## config.mk

```make
export PLATFORM = sky130hd
export DESIGN_NAME = rmf_rank_select
export DESIGN_NICKNAME = d
export VERILOG_FILES = /design/src/hdl/rmf_pkg.sv /design/src/hdl/rmf_rank_select.sv
export SDC_FILE = /design/constraint.sdc
export NUM_CORES = 1
export LEC_CHECK = 0
export BUFFER_PORTS_ARGS = -buffer_cell sky130_fd_sc_hd__buf_2
export CORE_MARGIN = 8
export CORE_UTILIZATION = 63
export DETAILED_ROUTE_END_ITERATION = 12
export GPL_TIMING_DRIVEN = 0
export PLACE_DENSITY = 0.82
export SLEW_MARGIN = 20
export SYNTH_ARGS = -nofsm -noshare
export SYNTH_HDL_FRONTEND = slang
export SYNTH_SLANG_ARGS = --single-unit
```

## constraint.sdc

```tcl
create_clock -name clk -period 9.1 [get_ports clk]
set_input_delay 1.82 -clock clk [delete_from_list [all_inputs] [get_ports clk]]
set_output_delay 1.82 -clock clk [all_outputs]
set_load 0.02 [all_outputs]
```

## src/hdl/rmf_pkg.sv

```systemverilog
// ----------------------------------------------------------------------------
// rmf_pkg
// Shared types and constants for the RGB median filter core.
// ----------------------------------------------------------------------------
package rmf_pkg;

  localparam int DEF_MAX_RADIUS = 2;
  localparam int DEF_MAX_WIDTH  = 1024;
  localparam int MAX_HEIGHT     = 4096;

  localparam int CH_W   = 8;
  localparam int CH_N   = 3;
  localparam int PIX_W  = CH_N * CH_W;
  localparam int COL_W  = 10;
  localparam int ROW_W  = 12;
  localparam int RAD_W  = 2;
  localparam int WID_W  = 11;
  localparam int HGT_W  = 13;
  localparam int IDX_W  = 24;
  localparam int PADDR_W = 4;
  localparam int PDATA_W = 32;

  localparam logic [RAD_W-1:0] RADIUS_RST = 2'd1;
  localparam logic [WID_W-1:0] WIDTH_RST  = 11'd640;
  localparam logic [HGT_W-1:0] HEIGHT_RST = 13'd480;

  localparam logic [1:0] REG_RADIUS = 2'd0;
  localparam logic [1:0] REG_WIDTH  = 2'd1;
  localparam logic [1:0] REG_HEIGHT = 2'd2;

  localparam logic OP_PIXEL = 1'b0;
  localparam logic OP_DRAIN = 1'b1;

  typedef struct packed {
    logic            op;
    logic [CH_W-1:0] red_in;
    logic [CH_W-1:0] green_in;
    logic [CH_W-1:0] blue_in;
  } rmf_pix_t;

  typedef struct packed {
    logic [CH_W-1:0]  red_out;
    logic [CH_W-1:0]  green_out;
    logic [CH_W-1:0]  blue_out;
    logic [COL_W-1:0] col_out;
    logic [ROW_W-1:0] row_out;
    logic             frame_last;
  } rmf_res_t;

  typedef struct packed {
    logic clear;
    logic load;
    logic start;
  } rmf_sel_ctrl_t;

  typedef struct packed {
    logic done;
  } rmf_sel_stat_t;

  typedef enum logic [2:0] {
    ST_IDLE,
    ST_CLIP,
    ST_BASE,
    ST_READ,
    ST_FLUSH,
    ST_START,
    ST_SELECT,
    ST_EMIT
  } rmf_state_t;

endpackage

```

## src/hdl/rmf_rank_select.sv

```systemverilog
// ----------------------------------------------------------------------------
// rmf_rank_select
// Collects window pixels and finds the per-channel lower median with a
// bitwise radix select, one bit per cycle from the MSB.
// ----------------------------------------------------------------------------
module rmf_rank_select #(
  parameter int WIN = 25
) (
  input  logic                                      clk,
  input  logic                                      rst,
  input  rmf_pkg::rmf_sel_ctrl_t                    ctrl,
  input  logic [rmf_pkg::PIX_W-1:0]                 load_data,
  output rmf_pkg::rmf_sel_stat_t                    stat,
  output logic [rmf_pkg::CH_N-1:0][rmf_pkg::CH_W-1:0] median
);
  import rmf_pkg::*;

  localparam int NW = $clog2(WIN + 1);
  localparam int LW = $clog2(WIN);
  localparam int BW = $clog2(CH_W);

  logic [CH_N-1:0][WIN-1:0][CH_W-1:0] lane;
  logic [CH_N-1:0][WIN-1:0]           mask;
  logic [CH_N-1:0][WIN-1:0]           zero_hit;
  logic [CH_N-1:0][NW-1:0]            rank;
  logic [CH_N-1:0][NW-1:0]            zeros;
  logic [CH_N-1:0]                    take_one;
  logic [NW-1:0]                      cnt;
  logic [BW-1:0]                      bitpos;
  logic                               busy;

  always_comb begin
    for (int c = 0; c < CH_N; c++) begin
      for (int i = 0; i < WIN; i++) begin
        zero_hit[c][i] = mask[c][i] & ~lane[c][i][bitpos];
      end
      zeros[c]    = NW'($countones(zero_hit[c]));
      take_one[c] = (rank[c] >= zeros[c]);
    end
  end

  assign stat.done = busy && (bitpos == '0);

  always_ff @(posedge clk) begin
    if (ctrl.load) begin
      for (int c = 0; c < CH_N; c++) begin
        lane[c][cnt[LW-1:0]] <= load_data[PIX_W-1-c*CH_W -: CH_W];
      end
    end
  end

  always_ff @(posedge clk) begin
    if (rst) begin
      cnt    <= '0;
      busy   <= 1'b0;
      bitpos <= '0;
    end else begin
      if (ctrl.clear) begin
        cnt <= '0;
      end else if (ctrl.load) begin
        cnt <= cnt + 1'b1;
      end
      if (ctrl.start) begin
        busy   <= 1'b1;
        bitpos <= BW'(CH_W - 1);
      end else if (busy) begin
        if (bitpos == '0) begin
          busy <= 1'b0;
        end else begin
          bitpos <= bitpos - 1'b1;
        end
      end
    end
  end

  always_ff @(posedge clk) begin
    if (ctrl.start) begin
      for (int c = 0; c < CH_N; c++) begin
        rank[c] <= (cnt - 1'b1) >> 1;
        for (int i = 0; i < WIN; i++) begin
          mask[c][i] <= (NW'(i) < cnt);
        end
      end
    end else if (busy) begin
      for (int c = 0; c < CH_N; c++) begin
        median[c][bitpos] <= take_one[c];
        if (take_one[c]) begin
          rank[c] <= rank[c] - zeros[c];
          mask[c] <= mask[c] & ~zero_hit[c];
        end else begin
          mask[c] <= zero_hit[c];
        end
      end
    end
  end

endmodule

```

==> results.ini <==
[synthesis]
synthSimpleGateAreaFrac_pct = 4.63
synth_area_leaders = edfxtp_1 (67%), mux4_2 (11%), fa_1 (3.6%), mux2i_4 (2.6%), xor2_1 (2.4%)
synth_edf_count = 711
synth_warnings = 0
synth-adder-area-share_pct = 5.06
ys_seq_area_share_pct = 68.2
yosys_most_used_dff = edfxtp_1
synth_xor_area_share_pct = 2.52
async_reset_ff_share_pct = 0
synth-compound-area-share_pct = 2.73
synthCells = 1726
yosys.cell_types.count = 48
syn_avg_cell_area_um2 = 18.3
syn_area_mm2 = 0.0317
synth_top_family_by_area = multiplexers
synth_nets = 1849
synth_area_leader_cell = edfxtp_1
synth-seq-cells = 723
synth.top_cell.area_share_pct = 67.4
synthMuxAreaShare_pct = 14.5

[cts]
cts.htree.levels = 3
path_clk_slew_ns = 0.06
post_cts_buffers = 0
root_buffer = clkbuf_16
cts_tree = built
cts.sinks = 723
clockBufferDepth = 3
numCtsBuffers = 70
ctsResizeCount = 0
clkLatencyLatePin_ns = 0.63
hold_buffers = 0

[timing]
min_period_ns = 8.48
fmax_ghz = 0.118
relSlewSlack_pct = 18.1
clock_skew_ns = 0.0273
hold_violations = 0
period_share_pct = 93.2
setup_tns_ns = 0
whs_ns = 0.492
setup_viol = 0
worst_pin_slew_ns = 1.22
rsz0062_at_grt = false
slew_violations = 0

[final_layout]
design_area_mm2 = 0.0352
nNetsFinal = 1978
drive_above_1_share_pct = 21.2
areaGrowthSynthToFinish_pct = 11.0
antenna_cells = 0

[place]
dp_hpwl_mm = 48.0
gp_congestion = 0.910
io_buffers = 51
place_area_mm2 = 0.0329

[grt]
antenna_found_initial = 2
grt_pass1_wl_mm = 114
grt-ovfl-total = 0
groute.usage.overall_pct = 27.6
grt_pass1_vias = 17300
grt_max_degree = 51

[status]
status = complete, no violations

[floorplan]
die_area_mm2 = 0.0577
rows = 82
core_mm2 = 0.0499
die_w_um = 240
io_pins = 54
die_h_um = 240
start_util_pct = 63.5

[detailed_routing]
via_per_inst = 6.48
wl_per_cell_um = 30.1
first_pass_iters = 6
post-route-drc-count = 0
via_count = 16700
wirelength_mm = 77.6
ant_nets = 0
drt_iter0_drc = 1924

[setup_path]
cp_common_cell = fa_1
critical_path_buf_inv_count = 5
worstSetupEndpointType = flop
crit_slowest_cell = buf_1
path_class = reg2reg
critPathMaxFanout = 10
required_ns = 9.40
path_cells = buf_2 -> buf_1 -> mux4_2 -> mux2i_1 -> and2_1 -> fa_1 -> inv_1 -> fa_1 -> fa_1 -> fa_1 -> fa_1 -> fa_1 -> fa_1 -> xor2_1 -> ha_1 -> o21a_1 -> o31a_1 -> o22ai_1 -> buf_2 -> buf_2 -> xor2_1 -> o21ai_1
worst_path_largest_cell_delay_ns = 0.79
crit_arrival_ns = 8.79
cp_top_family = adder cells
startpoint_type = flop

[job]
maxCapViolations = 0

[hold_path]
hp-class = reg2reg

[cell usage in the layout, fill, tap and decap left out, types with 4 or more instances in the layout]
| cell type | count |
|---|---|
| buf_6 | 18 |
| clkinv_2 | 11 |
| inv_1 | 82 |
| mux4_2 | 150 |
| buf_2 | 70 |
| nand2b_1 | 83 |
| fa_1 | 57 |
| o21ai_1 | 89 |
| mux2i_1 | 40 |
| buf_1 | 13 |
| o31a_1 | 5 |
| nor2b_1 | 4 |
| clkbuf_16 | 74 |
| a21o_1 | 7 |
| o21ai_0 | 17 |
| o21a_1 | 7 |
| ha_1 | 37 |
| a21oi_1 | 13 |
| edfxtp_1 | 711 |
| nor3_1 | 12 |
| and3_2 | 7 |
| mux2i_4 | 36 |
| nand2_1 | 76 |
| clkinv_1 | 15 |
| and2_1 | 29 |
| bufinv_16 | 5 |
| nor2_1 | 30 |
| clkbuf_1 | 40 |
| dfxtp_1 | 12 |
| xor2_1 | 88 |
| and2_2 | 13 |
[synth_stat cells (all sizes together) (2+ instances only)]
master,n
mux4,150
nor3b,2
nand2b,83
o22ai,3
a31oi,2
clkbuf,27
nand3,2
nor2,31
fa,57
a21o,7
edfxtp,711
mux2i,76
nand2,76
o21bai,3
buf,51
dfxtp,12
a21oi,13
or3,2
o31a,5
o31ai,2
a21boi,3
and3,9
o21a,7
nand4,3
nand4b,2
xor2,88
xnor2,3
and2,42
nor3,13
nor2b,4
or2,5
o21ai,106
inv,82
ha,37
[worst register-to-register path, cell delays in order, from the launching register on]
cell and delay [ns]:
dfxtp_1 0.36, buf_2 0.37, buf_1 0.80, mux4_2 0.43, mux2i_1 0.42, and2_1 0.23, fa_1 0.41, inv_1 0.07
fa_1 0.45, fa_1 0.52, fa_1 0.52, fa_1 0.52, fa_1 0.48, fa_1 0.42, xor2_1 0.29, ha_1 0.35
o21a_1 0.21, o31a_1 0.12, o22ai_1 0.14, buf_2 0.34, buf_2 0.40, xor2_1 0.22, o21ai_1 0.08
[cells by family after synthesis]
kind of cell / count (synthesis)
flip-flops: 723
AO/OA/AOI/OAI: 154
XOR/XNOR: 91
adder cells (fa/ha/maj): 94
buffers and inverters: 160
multiplexers: 226
AND/OR/NAND/NOR: 278
[routing by layer]
layer | track usage, % | part of all wire [%]
met5 | 0 | 0.017
met4 | 10.8 | 3.6
met3 | 5.11 | 9.8
met2 | 44.6 | 48
met1 | 37.5 | 38
[stage by stage]
stage	setup WS, ns	std cells	util, %
after CTS	0.665	2580	70.5
after detailed placement	0.749	2454	66.0
after global routing	0.387	2581	70.5
final	0.616	2581	70.5
after global placement	0.912	2449	65.7
after floorplan	2.21	1726	-
[state kept, by name, indices dropped and copies added, names as in the netlist]
name    flops
bitpos      3
busy        1
cnt         5
lane      600
mask       75
median     24
rank       15
[final cells by class]
type                    instances  area (µm²)
well taps                     672         841
inverters                      82         308
flip-flops and latches        723       21600
repair buffers                 57         372
fillers                      2990       14700
clock buffers                  87        1900
multi-input cells             843        9360
clock inverters                39         337
plain buffers                  78         452
[worst paths after layout]
path              startpoint  endpoint  slack [ns]  cells past startpoint
setup / recovery   bitpos[1]  mask[38]        0.62                     22
hold / removal      rank[14]  rank[14]        0.49                      2
setup reg to reg   bitpos[1]  mask[38]        0.62                     22
hold reg to reg     rank[14]  rank[14]        0.49                      2
Power is left out: the tool's default activity adds up to more than one toggle a clock period on the data nets, which glitch-free logic cannot reach.
